--- src/rtl/dqzz_pkg.sv ---
// dqzz_pkg: shared types, constants and the zig-zag to raster map
// for the dequantize/de-zigzag block; depends on nothing
`default_nettype none

package dqzz_pkg;

  localparam int BLOCK_LEN = 64;
  localparam int POS_W     = 6;
  localparam int CNT_W     = 7;
  localparam int COEF_W    = 16;
  localparam int STEP_W    = 8;
  localparam int VALUE_W   = 16;
  localparam int PROD_W    = COEF_W + STEP_W + 1;

  typedef logic [POS_W-1:0]          pos_t;
  typedef logic [CNT_W-1:0]          cnt_t;
  typedef logic signed [COEF_W-1:0]  coef_t;
  typedef logic [STEP_W-1:0]         step_t;
  typedef logic signed [VALUE_W-1:0] value_t;

  // commands from the controller to the datapath
  typedef struct packed {
    logic wr_en;    // store the dequantized coefficient
    pos_t wr_pos;   // zig-zag position of that coefficient
    logic rd_en;    // fetch one raster entry from the block store
    pos_t rd_addr;  // raster address of that fetch
    logic out_load; // move fetched entry into the output register
    logic out_last; // fetched entry is the final one of the block
  } dp_cmd_t;

  // standard jpeg zig-zag index to raster index
  function automatic pos_t zz_to_raster(input pos_t zz);
    pos_t r;
    case (zz)
      6'd0:  r = 6'd0;   6'd1:  r = 6'd1;   6'd2:  r = 6'd8;   6'd3:  r = 6'd16;
      6'd4:  r = 6'd9;   6'd5:  r = 6'd2;   6'd6:  r = 6'd3;   6'd7:  r = 6'd10;
      6'd8:  r = 6'd17;  6'd9:  r = 6'd24;  6'd10: r = 6'd32;  6'd11: r = 6'd25;
      6'd12: r = 6'd18;  6'd13: r = 6'd11;  6'd14: r = 6'd4;   6'd15: r = 6'd5;
      6'd16: r = 6'd12;  6'd17: r = 6'd19;  6'd18: r = 6'd26;  6'd19: r = 6'd33;
      6'd20: r = 6'd40;  6'd21: r = 6'd48;  6'd22: r = 6'd41;  6'd23: r = 6'd34;
      6'd24: r = 6'd27;  6'd25: r = 6'd20;  6'd26: r = 6'd13;  6'd27: r = 6'd6;
      6'd28: r = 6'd7;   6'd29: r = 6'd14;  6'd30: r = 6'd21;  6'd31: r = 6'd28;
      6'd32: r = 6'd35;  6'd33: r = 6'd42;  6'd34: r = 6'd49;  6'd35: r = 6'd56;
      6'd36: r = 6'd57;  6'd37: r = 6'd50;  6'd38: r = 6'd43;  6'd39: r = 6'd36;
      6'd40: r = 6'd29;  6'd41: r = 6'd22;  6'd42: r = 6'd15;  6'd43: r = 6'd23;
      6'd44: r = 6'd30;  6'd45: r = 6'd37;  6'd46: r = 6'd44;  6'd47: r = 6'd51;
      6'd48: r = 6'd58;  6'd49: r = 6'd59;  6'd50: r = 6'd52;  6'd51: r = 6'd45;
      6'd52: r = 6'd38;  6'd53: r = 6'd31;  6'd54: r = 6'd39;  6'd55: r = 6'd46;
      6'd56: r = 6'd53;  6'd57: r = 6'd60;  6'd58: r = 6'd61;  6'd59: r = 6'd54;
      6'd60: r = 6'd47;  6'd61: r = 6'd55;  6'd62: r = 6'd62;  6'd63: r = 6'd63;
      default: r = zz;
    endcase
    return r;
  endfunction

endpackage

`default_nettype wire

--- src/rtl/dqzz_if.sv ---
// dqzz_if: valid/ready channel interfaces for coefficients in and values out
// depends on dqzz_pkg
`default_nettype none

interface dqzz_in_if;
  logic                  valid;
  logic                  ready;
  dqzz_pkg::coef_t       coefficient;
  dqzz_pkg::step_t       quant_step;

  modport source (output valid, output coefficient, output quant_step, input ready);
  modport sink   (input valid, input coefficient, input quant_step, output ready);
endinterface

interface dqzz_out_if;
  logic                  valid;
  logic                  ready;
  dqzz_pkg::value_t      value;
  logic                  last;

  modport source (output valid, output value, output last, input ready);
  modport sink   (input valid, input value, input last, output ready);
endinterface

`default_nettype wire

--- src/rtl/dqzz_ram.sv ---
// dqzz_ram: generic single-write, single-read ram with registered read data
// no dependencies
`default_nettype none

module dqzz_ram #(
  parameter int WIDTH = 16,
  parameter int DEPTH = 64
) (
  input  wire logic                     clk,
  input  wire logic                     we,
  input  wire logic [$clog2(DEPTH)-1:0] waddr,
  input  wire logic [WIDTH-1:0]         wdata,
  input  wire logic                     re,
  input  wire logic [$clog2(DEPTH)-1:0] raddr,
  output      logic [WIDTH-1:0]         rdata
);

  logic [WIDTH-1:0] mem_r [DEPTH];

  // write port
  always_ff @(posedge clk) begin
    if (we) begin
      mem_r[waddr] <= wdata;
    end
  end

  // registered read port, holds when idle
  always_ff @(posedge clk) begin
    if (re) begin
      rdata <= mem_r[raddr];
    end
  end

endmodule

`default_nettype wire

--- src/rtl/dqzz_datapath.sv ---
// dqzz_datapath: multiply and saturate, block store, output payload register
// depends on dqzz_pkg and dqzz_ram
`default_nettype none

module dqzz_datapath (
  input  wire logic              clk,
  input  wire dqzz_pkg::dp_cmd_t cmd,
  input  wire dqzz_pkg::coef_t   coefficient,
  input  wire dqzz_pkg::step_t   quant_step,
  output      dqzz_pkg::value_t  out_value,
  output      logic              out_last
);

  logic signed [dqzz_pkg::PROD_W-1:0] prod;
  dqzz_pkg::value_t                   sat;
  dqzz_pkg::pos_t                     waddr;
  logic [dqzz_pkg::VALUE_W-1:0]       rdata;
  dqzz_pkg::value_t                   value_r;
  logic                               last_r;

  // signed coefficient times unsigned step
  assign prod = dqzz_pkg::PROD_W'(coefficient) *
                $signed({1'b0, quant_step});

  // clamp to the signed 16-bit range
  always_comb begin
    if (prod[dqzz_pkg::PROD_W-1:dqzz_pkg::VALUE_W-1] == '0 ||
        prod[dqzz_pkg::PROD_W-1:dqzz_pkg::VALUE_W-1] == '1) begin
      sat = prod[dqzz_pkg::VALUE_W-1:0];
    end else if (prod[dqzz_pkg::PROD_W-1]) begin
      sat = {1'b1, {(dqzz_pkg::VALUE_W-1){1'b0}}};
    end else begin
      sat = {1'b0, {(dqzz_pkg::VALUE_W-1){1'b1}}};
    end
  end

  assign waddr = dqzz_pkg::zz_to_raster(cmd.wr_pos);

  // block store in raster order
  dqzz_ram #(
    .WIDTH (dqzz_pkg::VALUE_W),
    .DEPTH (dqzz_pkg::BLOCK_LEN)
  ) u_store (
    .clk   (clk),
    .we    (cmd.wr_en),
    .waddr (waddr),
    .wdata (sat),
    .re    (cmd.rd_en),
    .raddr (cmd.rd_addr),
    .rdata (rdata)
  );

  // output payload register
  always_ff @(posedge clk) begin
    if (cmd.out_load) begin
      value_r <= rdata;
      last_r  <= cmd.out_last;
    end
  end

  assign out_value = value_r;
  assign out_last  = last_r;

endmodule

`default_nettype wire

--- src/rtl/dqzz_ctrl.sv ---
// dqzz_ctrl: load/drain state machine, position and readout counters,
// handshake flags; depends on dqzz_pkg
`default_nettype none

module dqzz_ctrl (
  input  wire logic              clk,
  input  wire logic              rst_n,
  input  wire logic              in_valid,
  output      logic              in_ready,
  output      logic              out_valid,
  input  wire logic              out_ready,
  output      dqzz_pkg::dp_cmd_t cmd
);

  localparam logic ST_LOAD  = 1'b0;
  localparam logic ST_DRAIN = 1'b1;

  logic           state_r,     state_nxt;
  dqzz_pkg::pos_t pos_r,       pos_nxt;
  dqzz_pkg::cnt_t rd_cnt_r,    rd_cnt_nxt;
  logic           pend_r,      pend_nxt;
  logic           pend_last_r, pend_last_nxt;
  logic           out_valid_r, out_valid_nxt;

  logic in_fire;
  logic out_fire;
  logic out_load;
  logic rd_en;

  assign in_ready = (state_r == ST_LOAD);
  assign in_fire  = in_valid && in_ready;
  assign out_fire = out_valid_r && out_ready;

  // move a fetched entry forward when the output register frees up
  assign out_load = pend_r && (!out_valid_r || out_ready);

  // fetch the next raster entry when the fetch stage is or becomes empty
  assign rd_en = (state_r == ST_DRAIN) &&
                 (rd_cnt_r != dqzz_pkg::CNT_W'(dqzz_pkg::BLOCK_LEN)) &&
                 (!pend_r || out_load);

  // next-state logic
  always_comb begin
    state_nxt     = state_r;
    pos_nxt       = pos_r;
    rd_cnt_nxt    = rd_cnt_r;
    pend_nxt      = pend_r;
    pend_last_nxt = pend_last_r;
    out_valid_nxt = out_valid_r;

    case (state_r)
      ST_LOAD: begin
        if (in_fire) begin
          pos_nxt = pos_r + 1'b1;
          if (pos_r == dqzz_pkg::POS_W'(dqzz_pkg::BLOCK_LEN - 1)) begin
            state_nxt  = ST_DRAIN;
            rd_cnt_nxt = '0;
          end
        end
      end
      ST_DRAIN: begin
        if (rd_en) begin
          rd_cnt_nxt = rd_cnt_r + 1'b1;
        end
        // block done once its final entry reaches the output register
        if (out_load && pend_last_r) begin
          state_nxt = ST_LOAD;
        end
      end
      default: begin
        state_nxt = ST_LOAD;
      end
    endcase

    // fetch stage occupancy
    if (rd_en) begin
      pend_nxt      = 1'b1;
      pend_last_nxt = (rd_cnt_r == dqzz_pkg::CNT_W'(dqzz_pkg::BLOCK_LEN - 1));
    end else if (out_load) begin
      pend_nxt = 1'b0;
    end

    // output register occupancy
    if (out_load) begin
      out_valid_nxt = 1'b1;
    end else if (out_fire) begin
      out_valid_nxt = 1'b0;
    end
  end

  // control registers
  always_ff @(posedge clk) begin
    if (!rst_n) begin
      state_r     <= ST_LOAD;
      pos_r       <= '0;
      rd_cnt_r    <= '0;
      pend_r      <= 1'b0;
      pend_last_r <= 1'b0;
      out_valid_r <= 1'b0;
    end else begin
      state_r     <= state_nxt;
      pos_r       <= pos_nxt;
      rd_cnt_r    <= rd_cnt_nxt;
      pend_r      <= pend_nxt;
      pend_last_r <= pend_last_nxt;
      out_valid_r <= out_valid_nxt;
    end
  end

  assign out_valid = out_valid_r;

  // datapath commands
  always_comb begin
    cmd.wr_en    = in_fire;
    cmd.wr_pos   = pos_r;
    cmd.rd_en    = rd_en;
    cmd.rd_addr  = rd_cnt_r[dqzz_pkg::POS_W-1:0];
    cmd.out_load = out_load;
    cmd.out_last = pend_last_r;
  end

endmodule

`default_nettype wire

--- src/rtl/dequantize_dezigzag.sv ---
// dequantize_dezigzag: top level, joins controller and datapath
// depends on dqzz_pkg, dqzz_if, dqzz_ctrl, dqzz_datapath
`default_nettype none

// JPEG inverse quantization with zig-zag reordering. Each input transaction
// carries one coefficient of an 8x8 block in zig-zag order with its
// quantization step; the saturated product is written into a 64-entry block
// store at its raster position. The block alternates between two phases that
// share the single block store: a load phase that accepts one coefficient per
// cycle, then a readout phase during which in_chan.ready is low and the 64
// values leave in raster order, one per cycle while the sink is ready, with
// last set on the final one. Once the 64th coefficient is accepted, each
// value passes from the registered read port of the block store into the
// output register before it is offered. Loading of the next block starts as
// soon as the final value of the current block sits in the output register.

module dequantize_dezigzag (
  input wire logic    clk,
  input wire logic    rst_n,
  dqzz_in_if.sink     in_chan,
  dqzz_out_if.source  out_chan
);

  dqzz_pkg::dp_cmd_t cmd;

  // controller
  dqzz_ctrl u_ctrl (
    .clk       (clk),
    .rst_n     (rst_n),
    .in_valid  (in_chan.valid),
    .in_ready  (in_chan.ready),
    .out_valid (out_chan.valid),
    .out_ready (out_chan.ready),
    .cmd       (cmd)
  );

  // datapath
  dqzz_datapath u_dp (
    .clk         (clk),
    .cmd         (cmd),
    .coefficient (in_chan.coefficient),
    .quant_step  (in_chan.quant_step),
    .out_value   (out_chan.value),
    .out_last    (out_chan.last)
  );

endmodule

`default_nettype wire
--- src/flat_wrapper.sv ---
// flat-port wrapper written by rule: the top's interface ports become plain ports
module dequantize_dezigzag_flat 
  (clk, rst_n, in_chan_valid, in_chan_coefficient, in_chan_quant_step, in_chan_ready, out_chan_valid, out_chan_value, out_chan_last, out_chan_ready);
  dqzz_in_if in_chan_i ();
  dqzz_out_if out_chan_i ();
  input wire logic clk;
  input wire logic rst_n;
  input wire logic [$bits(in_chan_i.valid)-1:0] in_chan_valid;
  input wire logic [$bits(in_chan_i.coefficient)-1:0] in_chan_coefficient;
  input wire logic [$bits(in_chan_i.quant_step)-1:0] in_chan_quant_step;
  output wire logic [$bits(in_chan_i.ready)-1:0] in_chan_ready;
  output wire logic [$bits(out_chan_i.valid)-1:0] out_chan_valid;
  output wire logic [$bits(out_chan_i.value)-1:0] out_chan_value;
  output wire logic [$bits(out_chan_i.last)-1:0] out_chan_last;
  input wire logic [$bits(out_chan_i.ready)-1:0] out_chan_ready;
  assign in_chan_i.valid = in_chan_valid;
  assign in_chan_i.coefficient = in_chan_coefficient;
  assign in_chan_i.quant_step = in_chan_quant_step;
  assign in_chan_ready = in_chan_i.ready;
  assign out_chan_valid = out_chan_i.valid;
  assign out_chan_value = out_chan_i.value;
  assign out_chan_last = out_chan_i.last;
  assign out_chan_i.ready = out_chan_ready;
  dequantize_dezigzag u_core (.clk(clk), .rst_n(rst_n), .in_chan(in_chan_i), .out_chan(out_chan_i));
endmodule
--- config.mk ---
export PLATFORM = sky130hd
export DESIGN_NAME = dequantize_dezigzag_flat
export DESIGN_NICKNAME = d
export VERILOG_FILES = /design/src/rtl/dqzz_pkg.sv /design/src/rtl/dqzz_if.sv /design/src/rtl/dqzz_ram.sv /design/src/rtl/dqzz_datapath.sv /design/src/rtl/dqzz_ctrl.sv /design/src/rtl/dequantize_dezigzag.sv /design/src/flat_wrapper.sv
export SDC_FILE = /design/constraint.sdc
export NUM_CORES = 1
export LEC_CHECK = 0
export BUFFER_PORTS_ARGS = -buffer_cell sky130_fd_sc_hd__buf_2
export CORE_MARGIN = 4
export CORE_UTILIZATION = 25
export CTS_CLUSTER_DIAMETER = 60
export DETAILED_ROUTE_END_ITERATION = 8
export SYNTH_ARGS = -nofsm -noshare
export SYNTH_HDL_FRONTEND = slang
export SYNTH_SLANG_ARGS = --single-unit
--- constraint.sdc ---
create_clock -name clk -period 11.6 [get_ports clk]
set_clock_uncertainty 0.2 [all_clocks]
set_input_delay 2.32 -clock clk [delete_from_list [all_inputs] [get_ports clk]]
set_output_delay 2.32 -clock clk [all_outputs]
set_load 0.02 [all_outputs]
==> summary.md <==
| Metric | Value |
|---|---|
| Critical path class | `in -> reg` |
| Max Cap Viol | `0` |
| Main synth FF type | `edfxtp_1` |
| CP startpoint kind | `primary input` |
| Syn Nets | `between 2000 and 3000` |
| Die H | `around 440 um` |
| Most frequent cells in the layout | `1057 x edfxtp_1, 337 x mux4_2, 166 x inv_1` |
| Critical-path maximum fanout | `between 60 and 70` |
| Cell Area, Synth | `around 0.047 mm2` |
| Global route overflow | `0` |
| Cells after Synth | `between 2000 and 2500` |
| RSZ-0062 raised after global routing | `no` |
| Setup TNS | `0 ns` |
| CP arrival | `just over 8 ns` |
| Syn. warnings | `0` |
| GRT Overall Usage | `0.116` |
| HPWL Detailed | `64.5 mm` |
| Fraction of registers with async set or reset after synthesis | `0` |
| Post-CTS sizing | `0` |
| Fin Hold WS | `about 0.22 ns` |
| Nets | `2677` |
| Placed Cells | `between 4000 and 5000` |
| Via count | `about 23000` |
| Slew Limit Headroom | `0.240` |
| Pre-Repair DR Iteration Count | `5` |
| Peak VDD IR | `approximately 0.62 mV` |
| Clock Latency Late Sink | `approximately 0.70 ns` |
| Place WS | `between 2 and 3 ns` |
| Largest net degree at the start of global routing | `between 100 and 150` |
| Top-Level Pins | `47` |
| Clock Sinks | `roughly 1100` |
| Fraction of layout cells with a size suffix above 1 | `0.263` |
| Final WS setup | `roughly 3.6 ns` |
| CTS Root Cell | `clkbuf_16` |
| Hold path endpoint | `u_core.u_dp.out_value[14]` |
| Number of global-route vias before repair | `about 23000` |
| Drt wl/cell | `22.4 um` |
| R2r startpoint | `u_core.u_ctrl.rd_cnt_r[0]` |
| Row cnt | `~160` |
| Most frequent CP cell | `fa_1` |
| Worst R2R Setup Slack | `6.90 ns` |
| CTS tree | `built` |
| R2R cell count | `5` |
| R2R Path End | `u_core.u_dp.u_store.rdata[5]` |
| Initial Utilization | `0.251` |
| Num CTS Buffers | `between 100 and 150` |
| Crit. End Element | `flop` |
| Count of pins over their slew limit | `0` |
| Status | `completed` |
| Fmax | `about 130 MHz` |
| Share of the core filled with cells | `0.290` |
| WHS Path Cells | `0` |
| Die area | `between 0.15 and 0.2 mm2` |
| Commonest non-fill, non-tap cell in the layout | `edfxtp_1` |
| Seq/Total Area, Yosys | `0.692` |
| Clock slew at reported path FFs | `0.06 ns` |
| Initial antenna violation count | `10` |
| Initial DRC Count | `around 2200` |
| Buf/Inv on CP | `6` |
| Leakage power | `16.7 nW` |
| CP max-delay cell | `fa_1` |
| Core box area | `0.185 mm2` |
| PortBufs | `between 40 and 50` |
| Die Wd | `439 um` |
| Setup Fix Bufs, Post-CTS | `0` |
| Pwr/cell area | `approximately 300 mW/mm2` |
| GP Congestion | `between 0.7 and 0.8` |
| Worst path max stage delay | `0.60 ns` |
| Post-synth top area share | `0.682` |
| FF+latch count, synth | `1080` |
| Hold_sp | `u_core.u_dp.u_store.rdata[14]` |
| Crit share post-route | `0.686` |
| Final Hold Fails | `0` |
| First-pass GRT wire length | `165 mm` |
| DRC viols | `0` |
| Synth area leaders | `edfxtp_1 68%, mux4_2 16%, fa_1 4.4%` |
| DRT Wirelength | `about 110 mm` |
| CTS max path bufs | `3` |
| WP data required | `roughly 12 ns` |
| Area leader, netlist | `edfxtp_1` |
| Number of vias per cell | `between 4 and 5` |
| Crit path max-delay family | `adder cells` |
| ANT nets after route | `0` |
| Synth Area per Inst | `around 20 um2` |
| Layout area overhead | `15.4%` |
| H-tree levels | `3` |
| Count of cell types in the netlist | `68` |
| CP Cell Sequence | `buf_2 > nand2_1 > fa_1 > fa_1 > inv_1 > fa_1 > inv_1 > fa_1 > inv_1 > ha_1 > a21oi_1 > o21ai_0 > a2111oi_2 > a21oi_4 > or4_1 > nand3_1 > o41ai_4 > buf_4 > o21ai_4 > buf_4` |
| Non-Filler Instances | `5049` |
| Crit path time final | `between 7 and 8 ns` |
| # hold bufs at CTS | `0` |
| Final count of negative-setup-slack endpoints | `0` |
| Actual slew at the worst max-slew pin | `approximately 1.1 ns` |
| EDFF count, synth | `about 1100` |
| Type of the worst min-delay path | `reg -> reg` |
[registers in the layout, indices dropped and copies added, names as in the netlist]
signal                     flops
u_core.u_dp.u_store.mem_r   1024
u_core.u_dp.u_store.rdata     16
u_core.u_dp.waddr              6
u_core.u_ctrl.pos_r            6
u_core.u_ctrl.pend_last_r      1
u_core.u_dp.out_value         16
u_core.u_ctrl.pend_r           1
u_core.u_dp.out_last           1
u_core.u_ctrl.rd_cnt_r         7
u_core.u_ctrl.state_r          1
u_core.u_ctrl.out_valid        1
[cells in the mapped netlist, types with 4 or more instances]
cell / instances
o21ai_1: 10
xnor2_1: 15
a21o_1: 8
nand2_1: 109
o21ai_0: 25
o211ai_1: 7
o22ai_1: 4
nor2b_1: 6
nand4_1: 9
clkbuf_1: 79
xor2_1: 14
buf_1: 15
nand3_1: 15
o21a_1: 4
mux4_2: 337
nor3_1: 5
a21oi_1: 30
fa_1: 102
nand3b_1: 5
ha_1: 64
and2_1: 61
dfxtp_1: 23
edfxtp_1: 1057
nor2_1: 96
inv_1: 167
a211oi_1: 4
o21ai_2: 6
or2_2: 4
mux2i_1: 5
buf_2: 15
[where the power goes]
group | leakage (nW) | internal, mW | switching, mW
clock network | 1.65 | 1.92 | 1.44
registers | 9.57 | 7.73 | 0.0166
logic | 5.50 | 0.944 | 4.00
total | 16.7 | 10.6 | 5.46
[how the worst max path moves through the flow]
stage                          start                               end  slack [ns]  cells after the start
2_1_floorplan  in_chan_quant_step[0]   u_core.u_dp.u_store.mem_r[0][0]        1.32                     18
3_3_place_gp   in_chan_quant_step[0]  u_core.u_dp.u_store.mem_r[30][2]        3.04                     20
3_5_place_dp   in_chan_quant_step[0]  u_core.u_dp.u_store.mem_r[30][2]        2.90                     20
4_1_cts        in_chan_quant_step[0]  u_core.u_dp.u_store.mem_r[36][2]        3.66                     20
6_report       in_chan_quant_step[0]  u_core.u_dp.u_store.mem_r[17][2]        3.64                     20
5_1_grt        in_chan_quant_step[0]  u_core.u_dp.u_store.mem_r[18][9]        3.28                     20
[worst reg2reg max path: stages, from the launching register on]
cell and delay (ns):
dfxtp_4 0.64, buf_4 0.86, buf_4 0.90, mux4_2 0.65, mux4_2 0.59, mux4_2 0.59
[through the flow]
step / area (um2) / power [mW]
final: 53700 / 16.1
after global routing: 53700 / 16.8
after CTS: 53700 / 16.2
after detailed placement: 50300 / 12.9
after global placement: 50300 / 12.7
after floorplan: 46500 / 10.8
[layer usage]
metal  global-route usage  vias to the layer above  wire length (um)
met3               0.0150                      112              5850
met5                    0                        -                 0
met2                0.201                      697             57500
met1                0.154                    12307             47300
li1                     -                     9562                 -
met4               0.0312                        0              2260
[cells by family (layout without fill, tap and decap cells)]
group	Yosys count	count (layout)	synth area share
other cells	0	2	0
compound gates	128	128	0.0193
simple gates	335	335	0.0344
buf+inv	280	487	0.0235
xor+xnor	29	29	0.00546
mux	342	342	0.164
fa+ha+maj	166	166	0.0611
flops	1080	1080	0.692
[final cells by class]
type	instances	area, um2
timing repair buffer	131	881
antenna	2	5.00
fill	18108	132000
sequential	1080	32200
tap	2480	3100
clock buffer	121	2670
multi-input combinational	1000	13500
inverter	168	631
clock inverter	67	698
Note: power is estimated with default switching activity, not from simulation.
